[config.mk]
export PLATFORM = sky130hd
export DESIGN_NAME = line_follower_drive_controller_unit_flat
export DESIGN_NICKNAME = d
export VERILOG_FILES = /design/src/hdl/lfdc_pkg.sv /design/src/hdl/lfdc_ifs.sv /design/src/hdl/lfdc_ramp.sv /design/src/hdl/line_follower_drive_controller_unit.sv /design/src/flat_wrapper.sv
export SDC_FILE = /design/constraint.sdc
export NUM_CORES = 1
export LEC_CHECK = 0
export BUFFER_PORTS_ARGS = -buffer_cell sky130_fd_sc_hd__buf_2
export CAP_MARGIN = 20
export CORE_ASPECT_RATIO = 1.75
export CORE_UTILIZATION = 30
export DETAILED_ROUTE_END_ITERATION = 8
export PLACE_DENSITY = 0.55
export SLEW_MARGIN = 10
export SYNTH_ARGS = -nofsm -noshare
export SYNTH_HDL_FRONTEND = slang
export SYNTH_HIERARCHICAL = 1
export SYNTH_SLANG_ARGS = --single-unit
[constraint.sdc]
create_clock -name clk -period 14.9 [get_ports clk]
set_input_delay 2.235 -clock clk [delete_from_list [all_inputs] [get_ports clk]]
set_output_delay 2.235 -clock clk [all_outputs]
set_load 0.01 [all_outputs]
[src/hdl/lfdc_pkg.sv]
`default_nettype none
package lfdc_pkg;

	localparam int LEVEL_BITS_DEF    = 8;
	localparam int DISTANCE_BITS_DEF = 12;
	localparam int OFFSET_BITS       = 7;
	localparam int LANE_TYPE_BITS    = 2;
	localparam int COUNT_BITS        = 8;
	localparam int SECTORS           = 5;
	localparam int CFG_INDEX_BITS    = 3;
	localparam int CFG_DATA_BITS     = 16;

	typedef enum logic [CFG_INDEX_BITS-1:0] {
		REG_LOW_LEVEL       = 3'd0,
		REG_MIDDLE_LEVEL    = 3'd1,
		REG_HIGH_LEVEL      = 3'd2,
		REG_RAMP_STEP       = 3'd3,
		REG_STOP_DISTANCE   = 3'd4,
		REG_LOST_LANE_LIMIT = 3'd5,
		REG_TEST_BYPASS     = 3'd6
	} cfg_reg_t;

	localparam logic [LANE_TYPE_BITS-1:0] LANE_VALID = 2'd0;
	localparam logic [LANE_TYPE_BITS-1:0] LANE_NONE  = 2'd1;

	localparam logic signed [OFFSET_BITS-1:0] OFF_CENTER    = 7'sd0;
	localparam logic signed [OFFSET_BITS-1:0] OFF_RIGHT_MID = 7'sd10;
	localparam logic signed [OFFSET_BITS-1:0] OFF_RIGHT_FAR = 7'sd20;
	localparam logic signed [OFFSET_BITS-1:0] OFF_LEFT_MID  = -7'sd10;
	localparam logic signed [OFFSET_BITS-1:0] OFF_LEFT_FAR  = -7'sd20;
	localparam logic signed [OFFSET_BITS-1:0] OFF_EDGE_POS  = 7'sd15;
	localparam logic signed [OFFSET_BITS-1:0] OFF_EDGE_NEG  = -7'sd15;

	localparam int RST_LOW_LEVEL       = -50;
	localparam int RST_MIDDLE_LEVEL    = -5;
	localparam int RST_HIGH_LEVEL      = 50;
	localparam int RST_RAMP_STEP       = 10;
	localparam int RST_STOP_DISTANCE   = 45;
	localparam int RST_LOST_LANE_LIMIT = 100;

	localparam logic [COUNT_BITS-1:0] COUNT_MAX = {COUNT_BITS{1'b1}};

endpackage
`default_nettype wire

[src/hdl/lfdc_ifs.sv]
`default_nettype none
interface lfdc_in_if #(
	parameter int DISTANCE_BITS = lfdc_pkg::DISTANCE_BITS_DEF
);
	logic                                      valid;
	logic                                      ready;
	logic signed [lfdc_pkg::OFFSET_BITS-1:0]   lane_offset;
	logic [lfdc_pkg::LANE_TYPE_BITS-1:0]       lane_type;
	logic                                      scan_complete;
	logic [DISTANCE_BITS-1:0]                  distance_0;
	logic [DISTANCE_BITS-1:0]                  distance_1;
	logic [DISTANCE_BITS-1:0]                  distance_2;
	logic [DISTANCE_BITS-1:0]                  distance_3;
	logic [DISTANCE_BITS-1:0]                  distance_4;

	modport source (
		output valid, lane_offset, lane_type, scan_complete,
		output distance_0, distance_1, distance_2, distance_3, distance_4,
		input  ready
	);
	modport sink (
		input  valid, lane_offset, lane_type, scan_complete,
		input  distance_0, distance_1, distance_2, distance_3, distance_4,
		output ready
	);
endinterface

interface lfdc_out_if #(
	parameter int LEVEL_BITS = lfdc_pkg::LEVEL_BITS_DEF
);
	logic                          valid;
	logic                          ready;
	logic                          motor_enable;
	logic                          obstacle_seen;
	logic signed [LEVEL_BITS-1:0]  right_drive;
	logic signed [LEVEL_BITS-1:0]  left_drive;

	modport source (
		output valid, motor_enable, obstacle_seen, right_drive, left_drive,
		input  ready
	);
	modport sink (
		input  valid, motor_enable, obstacle_seen, right_drive, left_drive,
		output ready
	);
endinterface

interface lfdc_cfg_if;
	logic                                  valid;
	logic                                  ready;
	logic [lfdc_pkg::CFG_INDEX_BITS-1:0]   index;
	logic [lfdc_pkg::CFG_DATA_BITS-1:0]    data;

	modport source (output valid, index, data, input ready);
	modport sink (input valid, index, data, output ready);
endinterface
`default_nettype wire

[src/hdl/lfdc_ramp.sv]
`default_nettype none
module lfdc_ramp #(
	parameter int LEVEL_BITS = lfdc_pkg::LEVEL_BITS_DEF
) (
	input  wire logic signed [LEVEL_BITS-1:0] level,
	input  wire logic signed [LEVEL_BITS-1:0] target,
	input  wire logic        [LEVEL_BITS-2:0] step,
	output      logic signed [LEVEL_BITS-1:0] next_level
);

	logic signed [LEVEL_BITS:0] level_x;
	logic signed [LEVEL_BITS:0] target_x;
	logic signed [LEVEL_BITS:0] step_x;
	logic signed [LEVEL_BITS:0] diff;
	logic signed [LEVEL_BITS:0] up;
	logic signed [LEVEL_BITS:0] down;

	assign level_x  = (LEVEL_BITS+1)'(level);
	assign target_x = (LEVEL_BITS+1)'(target);
	assign step_x   = signed'({2'b00, step});
	assign diff     = target_x - level_x;
	assign up       = level_x + step_x;
	assign down     = level_x - step_x;

	always_comb begin
		if (diff >= 0) begin
			next_level = (diff < step_x) ? target : up[LEVEL_BITS-1:0];
		end else begin
			next_level = (diff > -step_x) ? target : down[LEVEL_BITS-1:0];
		end
	end

endmodule
`default_nettype wire

[src/hdl/line_follower_drive_controller_unit.sv]
// Lane-following drive controller. One sensor tick (lane offset, lane type, scan flag and five
// range readings) yields one drive beat: motor enable, obstacle flag and the ramped right and
// left drive levels. A tick can be taken every clock cycle unless drive.ready holds back a
// waiting beat. Each tick lands in the input register, then in the result register, and the
// stop/run state, no-lane count, targets and levels are updated in the single stage between
// them (held while the test bypass is set) so the next tick sees them at once. The user must
// write registers through the cfg channel only while no tick is in flight; it is not enforced.
`default_nettype none
module line_follower_drive_controller_unit #(
	parameter int LEVEL_BITS    = lfdc_pkg::LEVEL_BITS_DEF,
	parameter int DISTANCE_BITS = lfdc_pkg::DISTANCE_BITS_DEF
) (
	input wire logic  clk,
	input wire logic  arst_n,
	lfdc_in_if.sink   sensor,
	lfdc_out_if.source drive,
	lfdc_cfg_if.sink  cfg
);

	localparam int OB = lfdc_pkg::OFFSET_BITS;
	localparam int CB = lfdc_pkg::COUNT_BITS;
	localparam int NS = lfdc_pkg::SECTORS;

	// configuration
	logic signed [LEVEL_BITS-1:0]    low_level_q;
	logic signed [LEVEL_BITS-1:0]    middle_level_q;
	logic signed [LEVEL_BITS-1:0]    high_level_q;
	logic        [LEVEL_BITS-2:0]    ramp_step_q;
	logic        [DISTANCE_BITS-1:0] stop_distance_q;
	logic        [CB-1:0]            lost_lane_limit_q;
	logic                            test_bypass_q;

	// control state
	logic                            running_q;
	logic        [CB-1:0]            lost_count_q;
	logic signed [LEVEL_BITS-1:0]    right_target_q;
	logic signed [LEVEL_BITS-1:0]    left_target_q;
	logic signed [LEVEL_BITS-1:0]    right_level_q;
	logic signed [LEVEL_BITS-1:0]    left_level_q;

	// input stage
	logic                            valid_s1;
	logic signed [OB-1:0]            offset_s1;
	logic [lfdc_pkg::LANE_TYPE_BITS-1:0] type_s1;
	logic                            scan_s1;
	logic        [DISTANCE_BITS-1:0] dist_s1 [NS];

	// result stage
	logic                            valid_s2;
	logic                            enable_s2;
	logic                            obstacle_s2;
	logic signed [LEVEL_BITS-1:0]    right_s2;
	logic signed [LEVEL_BITS-1:0]    left_s2;

	logic                            advance;
	logic [NS-1:0]                   near;
	logic                            obstacle;
	logic                            running_d;
	logic        [CB-1:0]            lost_count_d;
	logic signed [LEVEL_BITS-1:0]    right_target_d;
	logic signed [LEVEL_BITS-1:0]    left_target_d;
	logic signed [LEVEL_BITS-1:0]    right_ramped;
	logic signed [LEVEL_BITS-1:0]    left_ramped;
	logic signed [LEVEL_BITS-1:0]    right_level_d;
	logic signed [LEVEL_BITS-1:0]    left_level_d;

	assign advance      = valid_s1 && (!valid_s2 || drive.ready);
	assign sensor.ready = !valid_s1 || advance;
	assign cfg.ready    = 1'b1;

	assign drive.valid         = valid_s2;
	assign drive.motor_enable  = enable_s2;
	assign drive.obstacle_seen = obstacle_s2;
	assign drive.right_drive   = right_s2;
	assign drive.left_drive    = left_s2;

	// obstacle from three sectors facing the lane (not at offset +/-15); set if no scan
	always_comb begin
		for (int i = 0; i < NS; i++) begin
			near[i] = dist_s1[i] < stop_distance_q;
		end
		if (!scan_s1) begin
			obstacle = 1'b1;
		end else if (offset_s1 < lfdc_pkg::OFF_EDGE_NEG) begin
			obstacle = near[0] || near[1] || near[2];
		end else if (offset_s1 > lfdc_pkg::OFF_EDGE_POS) begin
			obstacle = near[2] || near[3] || near[4];
		end else if (offset_s1 != lfdc_pkg::OFF_EDGE_NEG &&
		             offset_s1 != lfdc_pkg::OFF_EDGE_POS) begin
			obstacle = near[1] || near[2] || near[3];
		end else begin
			obstacle = 1'b0;
		end
	end

	// stop/run machine and no-lane count
	always_comb begin
		running_d    = running_q;
		lost_count_d = lost_count_q;
		if (!running_q) begin
			if (!obstacle && type_s1 == lfdc_pkg::LANE_VALID) begin
				running_d = 1'b1;
			end
		end else begin
			if (type_s1 == lfdc_pkg::LANE_NONE) begin
				if (lost_count_q != lfdc_pkg::COUNT_MAX) begin
					lost_count_d = lost_count_q + 1'b1;
				end
			end else begin
				lost_count_d = '0;
			end
			if (obstacle || lost_count_d > lost_lane_limit_q) begin
				running_d = 1'b0;
			end
		end
	end

	// drive targets from the lane offset
	always_comb begin
		right_target_d = right_target_q;
		left_target_d  = left_target_q;
		case (offset_s1)
			lfdc_pkg::OFF_CENTER: begin
				right_target_d = high_level_q;
				left_target_d  = high_level_q;
			end
			lfdc_pkg::OFF_RIGHT_MID: begin
				right_target_d = middle_level_q;
				left_target_d  = high_level_q;
			end
			lfdc_pkg::OFF_RIGHT_FAR: begin
				right_target_d = low_level_q;
				left_target_d  = high_level_q;
			end
			lfdc_pkg::OFF_LEFT_MID: begin
				right_target_d = high_level_q;
				left_target_d  = middle_level_q;
			end
			lfdc_pkg::OFF_LEFT_FAR: begin
				right_target_d = high_level_q;
				left_target_d  = low_level_q;
			end
			default: begin
				right_target_d = right_target_q;
				left_target_d  = left_target_q;
			end
		endcase
	end

	lfdc_ramp #(.LEVEL_BITS(LEVEL_BITS)) u_ramp_right (
		.level      (right_level_q),
		.target     (right_target_d),
		.step       (ramp_step_q),
		.next_level (right_ramped)
	);

	lfdc_ramp #(.LEVEL_BITS(LEVEL_BITS)) u_ramp_left (
		.level      (left_level_q),
		.target     (left_target_d),
		.step       (ramp_step_q),
		.next_level (left_ramped)
	);

	assign right_level_d = test_bypass_q ? right_level_q : right_ramped;
	assign left_level_d  = test_bypass_q ? left_level_q  : left_ramped;

	// configuration registers
	always_ff @(posedge clk or negedge arst_n) begin
		if (!arst_n) begin
			low_level_q       <= LEVEL_BITS'(lfdc_pkg::RST_LOW_LEVEL);
			middle_level_q    <= LEVEL_BITS'(lfdc_pkg::RST_MIDDLE_LEVEL);
			high_level_q      <= LEVEL_BITS'(lfdc_pkg::RST_HIGH_LEVEL);
			ramp_step_q       <= (LEVEL_BITS-1)'(lfdc_pkg::RST_RAMP_STEP);
			stop_distance_q   <= DISTANCE_BITS'(lfdc_pkg::RST_STOP_DISTANCE);
			lost_lane_limit_q <= CB'(lfdc_pkg::RST_LOST_LANE_LIMIT);
			test_bypass_q     <= 1'b0;
		end else if (cfg.valid) begin
			case (lfdc_pkg::cfg_reg_t'(cfg.index))
				lfdc_pkg::REG_LOW_LEVEL: begin
					low_level_q <= cfg.data[LEVEL_BITS-1:0];
				end
				lfdc_pkg::REG_MIDDLE_LEVEL: begin
					middle_level_q <= cfg.data[LEVEL_BITS-1:0];
				end
				lfdc_pkg::REG_HIGH_LEVEL: begin
					high_level_q <= cfg.data[LEVEL_BITS-1:0];
				end
				lfdc_pkg::REG_RAMP_STEP: begin
					ramp_step_q <= cfg.data[LEVEL_BITS-2:0];
				end
				lfdc_pkg::REG_STOP_DISTANCE: begin
					stop_distance_q <= cfg.data[DISTANCE_BITS-1:0];
				end
				lfdc_pkg::REG_LOST_LANE_LIMIT: begin
					lost_lane_limit_q <= cfg.data[CB-1:0];
				end
				lfdc_pkg::REG_TEST_BYPASS: begin
					test_bypass_q <= cfg.data[0];
				end
				default: begin
				end
			endcase
		end
	end

	// input register
	always_ff @(posedge clk or negedge arst_n) begin
		if (!arst_n) begin
			valid_s1 <= 1'b0;
		end else if (sensor.ready) begin
			valid_s1 <= sensor.valid;
		end
	end

	always_ff @(posedge clk) begin
		if (sensor.valid && sensor.ready) begin
			offset_s1  <= sensor.lane_offset;
			type_s1    <= sensor.lane_type;
			scan_s1    <= sensor.scan_complete;
			dist_s1[0] <= sensor.distance_0;
			dist_s1[1] <= sensor.distance_1;
			dist_s1[2] <= sensor.distance_2;
			dist_s1[3] <= sensor.distance_3;
			dist_s1[4] <= sensor.distance_4;
		end
	end

	// control state, held while the test bypass is set
	always_ff @(posedge clk or negedge arst_n) begin
		if (!arst_n) begin
			running_q      <= 1'b0;
			lost_count_q   <= '0;
			right_target_q <= '0;
			left_target_q  <= '0;
			right_level_q  <= '0;
			left_level_q   <= '0;
		end else if (advance && !test_bypass_q) begin
			running_q      <= running_d;
			lost_count_q   <= lost_count_d;
			right_target_q <= right_target_d;
			left_target_q  <= left_target_d;
			right_level_q  <= right_level_d;
			left_level_q   <= left_level_d;
		end
	end

	// result register
	always_ff @(posedge clk or negedge arst_n) begin
		if (!arst_n) begin
			valid_s2 <= 1'b0;
		end else if (advance) begin
			valid_s2 <= 1'b1;
		end else if (drive.ready) begin
			valid_s2 <= 1'b0;
		end
	end

	always_ff @(posedge clk) begin
		if (advance) begin
			enable_s2   <= test_bypass_q ? running_q : running_d;
			obstacle_s2 <= obstacle;
			right_s2    <= right_level_d;
			left_s2     <= left_level_d;
		end
	end

endmodule
`default_nettype wire
[src/flat_wrapper.sv]
// flat-port wrapper written by rule: the top's interface ports become plain ports
module line_follower_drive_controller_unit_flat 
#(
	parameter int LEVEL_BITS    = lfdc_pkg::LEVEL_BITS_DEF,
	parameter int DISTANCE_BITS = lfdc_pkg::DISTANCE_BITS_DEF
)
  (clk, arst_n, sensor_valid, sensor_lane_offset, sensor_lane_type, sensor_scan_complete, sensor_distance_0, sensor_distance_1, sensor_distance_2, sensor_distance_3, sensor_distance_4, sensor_ready, drive_valid, drive_motor_enable, drive_obstacle_seen, drive_right_drive, drive_left_drive, drive_ready, cfg_valid, cfg_index, cfg_data, cfg_ready);
  lfdc_in_if #(.DISTANCE_BITS(DISTANCE_BITS)) sensor_i ();
  lfdc_out_if #(.LEVEL_BITS(LEVEL_BITS)) drive_i ();
  lfdc_cfg_if cfg_i ();
  input wire logic clk;
  input wire logic arst_n;
  input wire logic [$bits(sensor_i.valid)-1:0] sensor_valid;
  input wire logic [$bits(sensor_i.lane_offset)-1:0] sensor_lane_offset;
  input wire logic [$bits(sensor_i.lane_type)-1:0] sensor_lane_type;
  input wire logic [$bits(sensor_i.scan_complete)-1:0] sensor_scan_complete;
  input wire logic [$bits(sensor_i.distance_0)-1:0] sensor_distance_0;
  input wire logic [$bits(sensor_i.distance_1)-1:0] sensor_distance_1;
  input wire logic [$bits(sensor_i.distance_2)-1:0] sensor_distance_2;
  input wire logic [$bits(sensor_i.distance_3)-1:0] sensor_distance_3;
  input wire logic [$bits(sensor_i.distance_4)-1:0] sensor_distance_4;
  output wire logic [$bits(sensor_i.ready)-1:0] sensor_ready;
  output wire logic [$bits(drive_i.valid)-1:0] drive_valid;
  output wire logic [$bits(drive_i.motor_enable)-1:0] drive_motor_enable;
  output wire logic [$bits(drive_i.obstacle_seen)-1:0] drive_obstacle_seen;
  output wire logic [$bits(drive_i.right_drive)-1:0] drive_right_drive;
  output wire logic [$bits(drive_i.left_drive)-1:0] drive_left_drive;
  input wire logic [$bits(drive_i.ready)-1:0] drive_ready;
  input wire logic [$bits(cfg_i.valid)-1:0] cfg_valid;
  input wire logic [$bits(cfg_i.index)-1:0] cfg_index;
  input wire logic [$bits(cfg_i.data)-1:0] cfg_data;
  output wire logic [$bits(cfg_i.ready)-1:0] cfg_ready;
  assign sensor_i.valid = sensor_valid;
  assign sensor_i.lane_offset = sensor_lane_offset;
  assign sensor_i.lane_type = sensor_lane_type;
  assign sensor_i.scan_complete = sensor_scan_complete;
  assign sensor_i.distance_0 = sensor_distance_0;
  assign sensor_i.distance_1 = sensor_distance_1;
  assign sensor_i.distance_2 = sensor_distance_2;
  assign sensor_i.distance_3 = sensor_distance_3;
  assign sensor_i.distance_4 = sensor_distance_4;
  assign sensor_ready = sensor_i.ready;
  assign drive_valid = drive_i.valid;
  assign drive_motor_enable = drive_i.motor_enable;
  assign drive_obstacle_seen = drive_i.obstacle_seen;
  assign drive_right_drive = drive_i.right_drive;
  assign drive_left_drive = drive_i.left_drive;
  assign drive_i.ready = drive_ready;
  assign cfg_i.valid = cfg_valid;
  assign cfg_i.index = cfg_index;
  assign cfg_i.data = cfg_data;
  assign cfg_ready = cfg_i.ready;
  line_follower_drive_controller_unit #(.LEVEL_BITS(LEVEL_BITS), .DISTANCE_BITS(DISTANCE_BITS)) u_core (.clk(clk), .arst_n(arst_n), .sensor(sensor_i), .drive(drive_i), .cfg(cfg_i));
endmodule
# Yosys cells after proc, flatten, opt, wreduce, memory -nomap -nowiden
# Memory sizes are Yosys's and may differ from the RTL's.
# Index checks and enable logic that the tools add are counted.
# totals
register_bits,123
mem_bits_rw,60
in_bits,94
output_inout_bits,21
wordCells,116
n_memories,1
# op_classes
n_addsub,8
order_cmp,14
n_eq_ne,14
muxes,25
reduce_logical,32
# mem_list
memory,words,word_bits,read_ports,rd_ports_with_merged_regs,wr,line,rtl
u_core.dist_s1,5,12,5,0,5,line_follower_drive_controller_unit.sv:46,logic [DISTANCE_BITS-1:0] dist_s1 [NS];
# ops
operator,count
8-bit 2-to-1 mux,11
12-bit less-than comparator,5
8-bit case mux with 3 select lines,2
9-bit by 1-bit greater-or-equal comparator with 1-bit output (second input constant),2
9-bit greater-than comparator,2
9-bit by 8-bit less-than comparator with 1-bit output,2
8-bit by 8-bit subtractor with 9-bit output,2
8-bit adder,2
2-bit AND reduction,8
8-bit subtractor,2
7-bit == test (second input constant),2
7-bit by 5-bit inequality test with 1-bit output (second input constant),2
1-bit 2-to-1 mux,12
3-bit == test (second input constant),3
1-bit logical OR,9
7-bit negator with 9-bit output,1
8-bit by 1-bit adder with 8-bit output (second input constant),1
8-bit greater-than comparator,1
8-bit inequality test (second input constant),1
7-bit by 4-bit == test with 1-bit output (second input constant),1
7-bit by 5-bit == test with 1-bit output (second input constant),1
7-bit by 5-bit greater-than comparator with 1-bit output (second input constant),1
7-bit logical NOT,1
7-bit by 5-bit less-than comparator with 1-bit output (second input constant),1
other kinds (9),18

# Longest topological paths before layout
# Gate-level depths: netlist (run 1).
# An unclocked memory read counts as a cell.
# depth
ltp_word,13
depth_mapped,27
depth_no_buf,24

# By module
# The synthesis (run 1) kept the hierarchy.
# modules_own_cells
mod,n_inst,cells_per_inst,area_each_um2,seq_area_each_um2
line_follower_drive_controller_unit,1,642,8782.2,5049.8
lfdc_ramp at u_core.u_ramp_right,1,220,1627.8,0.0
lfdc_ramp at u_core.u_ramp_left,1,199,1531.5,0.0

# Least setup slack after synthesis (run 1)
# No wires, ideal clock.
# synth_path
kind,register to register
startpoint,reg u_core.offset_s1[4]
endpoint,reg u_core.left_level_q[2]
setup_time_ps,125
t_arrival_ps,5322
t_required_ps,14775
slack_ps,9454
path_stages_with_launch,25
n_path_buf,3
period_less_slack_ps,5446
cell_sequence,edfxtp_1 buf_6 xor2_1 o32a_1 nor4_4 nand2b_1 buf_4 buf_12 a31oi_4 ha_1 nor2b_1 o2111a_1 nor4b_1 nor3_1 or2_2 ha_1 nand2_1 or3_1 mux2i_1 a311o_1 a21o_1 nand2_1 o22a_1 mux2_2 mux2_2
# synth_between
elab_chain_len,8
elab_cells_between_ends,15
cone_classes,add/sub: 1; order compare: 3; eq/ne: 4; mux: 5; reduce/logical: 2
# synth_lines
item,line,rtl
from (decl),line_follower_drive_controller_unit.sv:43,logic signed [OB-1:0] offset_s1;
from (signal assigned),line_follower_drive_controller_unit.sv:217,offset_s1 <= sensor.lane_offset;
7-bit by 4-bit == test with 1-bit output (tied with other cells),line_follower_drive_controller_unit.sv:122,case (offset_s1)
3-bit OR reduction (no line),-,
8-bit case mux with 3 select lines (*),line_follower_drive_controller_unit.sv:122,
net u_core.left_target_d[1],line_follower_drive_controller_unit.sv:61,logic signed [LEVEL_BITS-1:0] left_target_d;
8-bit by 8-bit subtractor with 9-bit output (*),lfdc_ramp.sv:21,assign diff = target_x - level_x;
9-bit greater-than comparator or 9-bit by 8-bit less-than comparator with 1-bit output (tied branches),"lfdc_ramp.sv:29, lfdc_ramp.sv:27",
8-bit 2-to-1 mux (on tied branches),"lfdc_ramp.sv:29, lfdc_ramp.sv:27",
8-bit 2-to-1 mux (*),lfdc_ramp.sv:26,if (diff >= 0) begin
net u_core.left_ramped[2],line_follower_drive_controller_unit.sv:63,logic signed [LEVEL_BITS-1:0] left_ramped;
8-bit 2-to-1 mux (*),line_follower_drive_controller_unit.sv:165,assign left_level_d = test_bypass_q ? left_level_q : left_ramped;
net u_core.left_level_d[2],line_follower_drive_controller_unit.sv:65,logic signed [LEVEL_BITS-1:0] left_level_d;
to (signal assigned),line_follower_drive_controller_unit.sv:243,left_level_q <= left_level_d;
to (decl),line_follower_drive_controller_unit.sv:39,logic signed [LEVEL_BITS-1:0] left_level_q;
# Mark *: on every way through the listed nets, which the timed path passes. The rest lies on a longest branch.
# A chain may end at the register's enable or synchronous reset.

# Worst setup path after layout (run 1)
# Ends and elaborated chain as after synthesis.

==> results of run 1 <==
==> report_power, final <==
part / switching [uW] / internal (uW) / total [uW]
logic: 1080 / 838 / 1920
clock network: 233 / 228 / 461
registers: 87.2 / 681 / 768
total: 1400 / 1750 / 3150
==> worst max-delay path, delay by kind of cell, from the launching register on <==
kind                     cells  cell delay (ns)
AO/OA/AOI/OAI                6             1.70
adder cells (fa/ha/maj)      2             0.59
AND/OR/NAND/NOR             10             2.39
flip-flops                   1             0.55
XOR/XNOR                     1             0.20
buffers and inverters        1             0.36
multiplexers                 3             0.74
==> cell type report <==
cell class	count	area, um^2	area share [%]
antenna	4	10.0	0.0733
clock buffer	17	425	3.11
multi-input combinational	765	6420	47.0
timing repair buffer	122	643	4.71
clock inverter	15	173	1.26
sequential	183	5050	37.0
tap	490	613	4.49
inverter	87	327	2.39
==> how the worst max path moves through the flow <==
stage	startpoint	to	slack, ns	cells after the start
finish	u_core/offset_s1[4]	u_core/left_level_q[2]	8.23	23
CTS	u_core/offset_s1[4]	u_core/left_level_q[2]	8.21	23
global placement	u_core/offset_s1[4]	u_core/left_level_q[2]	8.32	23
global route	u_core/offset_s1[4]	u_core/left_level_q[2]	7.69	23
detailed placement	u_core/offset_s1[4]	u_core/left_level_q[2]	8.22	23
floorplan	u_core/offset_s1[4]	u_core/left_level_q[2]	9.45	24
==> cell families (layout without fill, tap and decap cells) <==
family          after synthesis  count (layout)  synth area share (%)
compound gates              271             271                  17.5
simple gates                237             237                  10.6
flops                       183             183                  42.3
fa+ha+maj                   140             140                  15.0
buf+inv                     113             241                  4.03
mux                          99              99                  9.27
xor+xnor                     17              17                  1.25
other cells                   1               5                0.0314
==> state kept, by name, indices dropped and copies added, names as in the netlist <==
register / count
u_core/middle_level_q: 8
u_core/right_level_q: 8
u_core/left_target_q: 8
u_core/drive.right_drive: 8
u_core/test_bypass_q: 1
u_core/left_level_q: 8
u_core/offset_s1: 7
u_core/running_q: 1
u_core/type_s1: 2
u_core/ramp_step_q: 7
u_core/valid_s1: 1
u_core/drive.motor_enable: 1
u_core/high_level_q: 8
u_core/drive.valid: 1
u_core/dist_s1: 60
u_core/lost_lane_limit_q: 8
u_core/drive.obstacle_seen: 1
u_core/scan_s1: 1
u_core/lost_count_q: 8
u_core/drive.left_drive: 8
u_core/low_level_q: 8
u_core/stop_distance_q: 12
u_core/right_target_q: 8
==> stage by stage <==
| stage | setup WS (ns) | hold slack (ns) | total power, uW |
|---|---|---|---|
| detailed placement | 8.22 | 0.488 | 2680 |
| floorplan | 9.45 | 0.457 | 2230 |
| CTS | 8.21 | 0.505 | 3160 |
| global route | 7.69 | 0.527 | 3420 |
| global placement | 8.32 | 0.470 | 2640 |
| finish | 8.23 | 0.497 | 3150 |
==> layout by cell type, fill, tap and decap left out, types with 5 or more instances in the layout <==
| cell | n |
|---|---|
| sky130_fd_sc_hd__o21a_1 | 8 |
| sky130_fd_sc_hd__and3_1 | 5 |
| sky130_fd_sc_hd__dfstp_2 | 24 |
| sky130_fd_sc_hd__mux2i_1 | 6 |
| sky130_fd_sc_hd__fa_1 | 6 |
| sky130_fd_sc_hd__o221a_1 | 7 |
| sky130_fd_sc_hd__nor3_1 | 17 |
| sky130_fd_sc_hd__ha_1 | 134 |
| sky130_fd_sc_hd__buf_2 | 109 |
| sky130_fd_sc_hd__a22oi_1 | 13 |
| sky130_fd_sc_hd__clkbuf_16 | 17 |
| sky130_fd_sc_hd__a21o_1 | 14 |
| sky130_fd_sc_hd__xor2_1 | 10 |
| sky130_fd_sc_hd__o21bai_1 | 7 |
| sky130_fd_sc_hd__a21oi_1 | 50 |
| sky130_fd_sc_hd__a211o_1 | 6 |
| sky130_fd_sc_hd__inv_8 | 5 |
| sky130_fd_sc_hd__edfxtp_1 | 88 |
| sky130_fd_sc_hd__dfrtp_1 | 71 |
| sky130_fd_sc_hd__nand2_1 | 54 |
| sky130_fd_sc_hd__mux2_2 | 93 |
| sky130_fd_sc_hd__nand4_1 | 17 |
| sky130_fd_sc_hd__o21ai_0 | 47 |
| sky130_fd_sc_hd__o31ai_1 | 10 |
| sky130_fd_sc_hd__nor4_1 | 6 |
| sky130_fd_sc_hd__nand2b_1 | 15 |
| sky130_fd_sc_hd__nor2_1 | 55 |
| sky130_fd_sc_hd__a221o_1 | 6 |
| sky130_fd_sc_hd__o211ai_1 | 8 |
| sky130_fd_sc_hd__nand3_1 | 10 |
| sky130_fd_sc_hd__a31oi_4 | 10 |
| sky130_fd_sc_hd__a211oi_1 | 11 |
| sky130_fd_sc_hd__or3_1 | 5 |
| sky130_fd_sc_hd__inv_1 | 86 |
| sky130_fd_sc_hd__buf_4 | 13 |
| sky130_fd_sc_hd__xnor2_1 | 7 |
| sky130_fd_sc_hd__nor2b_1 | 15 |
| sky130_fd_sc_hd__a31oi_1 | 10 |
==> layer usage <==
| metal | global-route usage [%] | share of wire [%] |
|---|---|---|
| met5 | 0 | 0.043 |
| met4 | 10.2 | 5.2 |
| met3 | 2.39 | 2.5 |
| met2 | 29.7 | 56 |
| met1 | 15.0 | 37 |
==> flow_summary_export.csv, run 1 <==
group,metric,value,unit
place,post_dp_cell_area,0.0131,mm^2
cts,cts_tree,"built",
global_route,globalRoute.totalOverflow,0,
status,violations,"design-rule violations",
drt,route.detailed.wl_per_inst,17.9,um
cells_and_area,finalInstanceArea,0.0137,mm^2
worst_hold_path,hp-start,"u_core/valid_s1",
worst_setup_path,worstRegToRegCells,23,
power,peakVddDrop,108,uV
synthesis,sequential_fraction_of_the_synthesis_area,42.3,%
floorplan,die_width,153,um
cells_and_area,drive_gt1_share,26.4,%
worst_hold_path,hold_path_end,"u_core/drive.valid",
worst_setup_path,crit-reg2reg-capture,"u_core/left_level_q[2]",
cts,cts_buffers,17,
cts,htree_levels,4,
cts,post_cts_resized,0,
worst_setup_path,critical_path_class,"reg2reg",
synthesis,yosysMostFrequentCell,"sky130_fd_sc_hd__ha_1",
cells_and_area,final.fill_count,3860,
worst_setup_path,crit_path_max_fanout,24,
timing,worst-slew-pin-transition,0.903,ns
synthesis,ys_top_cells_by_area,"sky130_fd_sc_hd__edfxtp_1 (22%), sky130_fd_sc_hd__dfrtp_1 (15%), sky130_fd_sc_hd__ha_1 (14%)",
cts,clk-insertion-delay-late,0.46,ns
timing,achievable_freq,0.150,GHz
worst_hold_path,whs_path_depth,1,
synthesis,synthDistinctLibCells,88,
global_route,global_route_wire_length_before_repair,48300,um
drt,num_vias,8732,
synthesis,netlist.top_cell.by_area,"sky130_fd_sc_hd__edfxtp_1",
cells_and_area,stdcell_count,1683,
floorplan,initial_utilization,30.4,%
drt,drc,1,
synthesis,synth-edff-count,88,
synthesis,yosys_warnings,6,
synthesis,ys_seq_elements,183,
cells_and_area,layout.core_utilization,34.8,%
global_route,global_router_s_overall_resource_usage,15.4,%
drt,drtAntennaViolNets,0,
floorplan,floorplan.die_area,0.0406,mm^2
timing,setup-tns-final,0,ns
floorplan,core_region_area,0.0393,mm^2
floorplan,boundaryPins,115,
worst_setup_path,arrival,7.01,ns
cells_and_area,area_growth,14.4,%
power,pwr_density_cell,230,mW/mm^2
cts,post-cts-setup-buffer-count,0,
floorplan,floorplan.rows,96,
worst_setup_path,max_stage_delay,0.55,ns
worst_setup_path,cp_data_required_time,15.23,ns
timing,max_slew_margin_vs_limit,39.8,%
synthesis,postSynthCellCount,1061,
timing,final_critical_period,6.67,ns
status,run_status,"finished with violations",
global_route,grt_pass1_vias,9158,
worst_setup_path,ff2ff_setup_slack,8.23,ns
floorplan,die_height,266,um
timing,finClkSkew,0.0160,ns
cells_and_area,num-nets-final,1410,
global_route,maximum_number_of_pins_on_one_net_before_global_route_repair,70,
drt,detail_route.iter0.violations,410,
place,placed_cells_incl_taps,1647,
global_route,antenna_found_initial,5,
place,place_congestion,0.872,
cts,clock_transition_time_at_the_flip_flop_clock_pins_of_the_worst_setup_and_hold_paths,0.08,ns
worst_setup_path,r2r-start,"u_core/offset_s1[4]",
drt,detailedRoute.firstPassIterationCount,8,
drt,drt-total-wl,30100,um
timing,grt_setup_unrepaired,"false",
synthesis,synth_async_sr_flop_share,51.9,%
worst_setup_path,slowest_stage,"sky130_fd_sc_hd__edfxtp_1",
place,dp.final_hpwl,23600,um
place,count_of_input_and_output_buffers,109,
synthesis,synth_top_area_share,22.1,%
timing,hold_violations,0,
synthesis,netlist_area,0.0119,mm^2
drt,viasPerCell,5.19,
worst_setup_path,worstSetupStartpointType,"register",
power,p_leak,0.00574,uW
cts,cts_hold_repair_buffers,0,
cts,clk_root_buffer_cell,"sky130_fd_sc_hd__clkbuf_16",
timing,timing.final.crit_share,44.8,%
synthesis,syn_nets,1295,
synthesis,syn_avg_cell_area,11.3,um^2
worst_setup_path,timing.critical_path.to_type,"register",
worst_hold_path,holdCritPathClass,"reg2reg",
worst_setup_path,worstPathCellList,"xor2_1 -> o32a_1 -> nor4_4 -> nand2b_1 -> buf_4 -> nor2_1 -> a31oi_4 -> ha_1 -> nor2b_1 -> o2111a_1 -> nor4b_1 -> nor3_1 -> or2_2 -> ha_1 -> nand2_1 -> or3_1 -> mux2i_1 -> a311o_1 -> a21o_1 -> nand2_1 -> o22a_1 -> mux2_2 -> mux2_2",
cts,clock_path_buffers,2,
synthesis,synth_top_cells_by_count,"sky130_fd_sc_hd__ha_1 (134), sky130_fd_sc_hd__mux2_2 (93), sky130_fd_sc_hd__edfxtp_1 (88)",
timing,setup-violations-final,0,
cts,cts_num_sinks,183,
timing,finalMaxSlewViolations,0,
synthesis,synth_top_flop_cell,"sky130_fd_sc_hd__edfxtp_1",
job,cap_viol_max_count,0,
Note: power is estimated with default switching activity, not from simulation.
==> run 2, diff against run 1 <==
==> constraint.sdc (replaced) <==
create_clock -name clk -period 6.4 [get_ports clk]
set_input_delay 0.96 -clock clk [delete_from_list [all_inputs] [get_ports clk]]
set_output_delay 0.96 -clock clk [all_outputs]
set_load 0.01 [all_outputs]
==> flow_summary_export.csv, run 2 (synthesis results as in run 1) <==
group,metric,value,unit
worst_setup_path,ff2ff_setup_slack,0.46,ns
worst_setup_path,worstSetupStartpointType,"register",
place,place_congestion,0.857,
timing,grt_setup_unrepaired,"false",
timing,finClkSkew,0.0124,ns
floorplan,die_width,153,um
cells_and_area,reg_top3,"u_core/dist_s1 x60, u_core/stop_distance_q x12",
power,fin_total_pwr,7420,uW
floorplan,floorplan.rows,96,
worst_setup_path,timing.critical_path.to_type,"register",
power,cell_internal_pwr,4140,uW
floorplan,core_region_area,0.0393,mm^2
power,p_leak,0.00578,uW
global_route,global_router_s_overall_resource_usage,15.7,%
cts,cts_tree,"built",
cells_and_area,largest_register_ff_count,60,
timing,finalMaxSlewViolations,0,
cells_and_area,area_growth,14.9,%
timing,final_critical_period,5.94,ns
drt,detail_route.iter0.violations,309,
floorplan,boundaryPins,115,
drt,drt-total-wl,31100,um
cts,clock_path_buffers,2,
drt,viasPerCell,5.19,
worst_setup_path,arrival,6.28,ns
cells_and_area,final.fill_count,3895,
cts,clock_transition_time_at_the_flip_flop_clock_pins_of_the_worst_setup_and_hold_paths,0.08,ns
cts,htree_levels,4,
worst_setup_path,cp_data_required_time,6.74,ns
cts,post_cts_resized,0,
cts,post-cts-setup-buffer-count,0,
floorplan,floorplan.die_area,0.0406,mm^2
worst_setup_path,slowest_stage,"sky130_fd_sc_hd__edfxtp_1",
timing,max_slew_margin_vs_limit,37.7,%
floorplan,die_height,266,um
cells_and_area,num-nets-final,1417,
timing,worst-slew-pin-transition,0.935,ns
power,pwr_density_cell,541,mW/mm^2
timing,hold_slack,0.497,ns
cts,clk-insertion-delay-late,0.46,ns
worst_hold_path,holdCritPathClass,"in2async",
worst_setup_path,max_stage_delay,0.54,ns
power,p_sw,3290,uW
global_route,maximum_number_of_pins_on_one_net_before_global_route_repair,71,
worst_setup_path,crit-reg2reg-capture,"u_core/left_level_q[2]",
cells_and_area,multiInputGateArea,0.00643,mm^2
drt,drc,0,
global_route,global_route_wire_length_before_repair,48700,um
global_route,antenna_found_initial,5,
drt,detailedRoute.firstPassIterationCount,6,
cts,cts_buffers,17,
power,power_frac_seq,24.1,%
job,cap_viol_max_count,0,
timing,setup-violations-final,0,
cells_and_area,layout.cells.most_common_list,"sky130_fd_sc_hd__ha_1 (134), sky130_fd_sc_hd__buf_2 (109), sky130_fd_sc_hd__mux2_2 (93), sky130_fd_sc_hd__edfxtp_1 (88), sky130_fd_sc_hd__inv_1 (86)",
global_route,grt_pass1_vias,9243,
power,peakVddDrop,341,uV
cts,cts_hold_repair_buffers,0,
cells_and_area,final-seq-area,0.00505,mm^2
cells_and_area,drive_gt1_share,26.9,%
worst_setup_path,critical_path.most_common_cell,"sky130_fd_sc_hd__inv_1",
cells_and_area,layout_commonest_cell,"sky130_fd_sc_hd__ha_1",
worst_setup_path,worstPathCellList,"xor2_1 -> o32a_1 -> nor4_4 -> nand2b_1 -> buf_4 -> a31oi_4 -> inv_1 -> ha_1 -> inv_1 -> fa_1 -> a211oi_2 -> o21ai_1 -> a2111oi_1 -> a21oi_1 -> inv_1 -> ha_1 -> nand4_1 -> nor4b_1 -> a21oi_1 -> a21o_2 -> nand2_1 -> o22a_1 -> mux2_2 -> mux2_2",
cts,cts_num_sinks,183,
status,run_status,"finished, final reports clean",
power,power_frac_comb,61.2,%
worst_setup_path,crit_path_max_fanout,9,
place,count_of_input_and_output_buffers,109,
floorplan,initial_utilization,30.4,%
place,dp.final_hpwl,24400,um
timing,timing.final.crit_share,92.9,%
worst_setup_path,r2r-start,"u_core/offset_s1[4]",
worst_setup_path,worstRegToRegCells,24,
timing,hold_violations,0,
cells_and_area,biggest_register,"u_core/dist_s1",
drt,num_vias,8763,
drt,drtAntennaViolNets,0,
timing,achievable_freq,0.168,GHz
power,swShare,44.3,%
drt,route.detailed.wl_per_inst,18.4,um
timing,setup-tns-final,0,ns
cts,clk_root_buffer_cell,"sky130_fd_sc_hd__clkbuf_16",
global_route,globalRoute.totalOverflow,0,
power,clock_power_share,14.7,%
worst_setup_path,critical_path_class,"reg2reg",
## run 2: worst max-delay path, delay by kind of cell (launching register included)
kind	cells	cell delay (ns)
adder cells (fa/ha/maj)	3	0.88
AND/OR/NAND/NOR	5	0.74
flip-flops	1	0.54
buffers and inverters	4	0.51
multiplexers	2	0.53
AO/OA/AOI/OAI	9	2.40
XOR/XNOR	1	0.20
## run 2: area by class of cell
type | count | area share, %
multi-input cells | 765 | 46.9
flip-flops and latches | 183 | 36.8
repair buffers | 129 | 5.07
well taps | 490 | 4.47
clock buffers | 18 | 3.13
inverters | 87 | 2.38
clock inverters | 14 | 1.27
diodes | 1 | 0.0182
## run 2: worst max path at each step
stage	depth (start not counted)	end	from
2_1_floorplan	24	u_core/left_level_q[2]	u_core/offset_s1[4]
3_3_place_gp	22	u_core/left_level_q[2]	u_core/offset_s1[4]
3_5_place_dp	22	u_core/left_level_q[2]	u_core/offset_s1[4]
4_1_cts	22	u_core/left_level_q[2]	u_core/offset_s1[4]
5_1_grt	24	u_core/left_level_q[2]	u_core/offset_s1[4]
6_report	24	u_core/left_level_q[2]	u_core/offset_s1[4]
## run 2: per-stage QoR
step | cell area (um^2) | utilization (%) | instances | setup WS [ns]
after floorplan | 11900 | - | 1061 | 0.954
after global placement | 13100 | 33.4 | 1653 | 0.421
after detailed placement | 13100 | 33.4 | 1654 | 0.342
after CTS | 13700 | 34.9 | 1686 | 0.316
after global routing | 13700 | 34.9 | 1687 | 0.111
final | 13700 | 34.9 | 1687 | 0.458
## run 2: metal layers
layer	track usage [%]	wire, um
met1	14.7	11200
met2	31.2	17300
met3	2.49	811
met4	10.2	1760
met5	0	17
## run 2: power by group through the flow
stage                     sequential, uW  combinational [uW]  clock (uW)
after floorplan                     1780                3420           0
after global placement              1820                4380           0
after detailed placement            1820                4480           0
after CTS                           1800                4510        1130
after global routing                1840                5010        1170
final                               1790                4540        1090
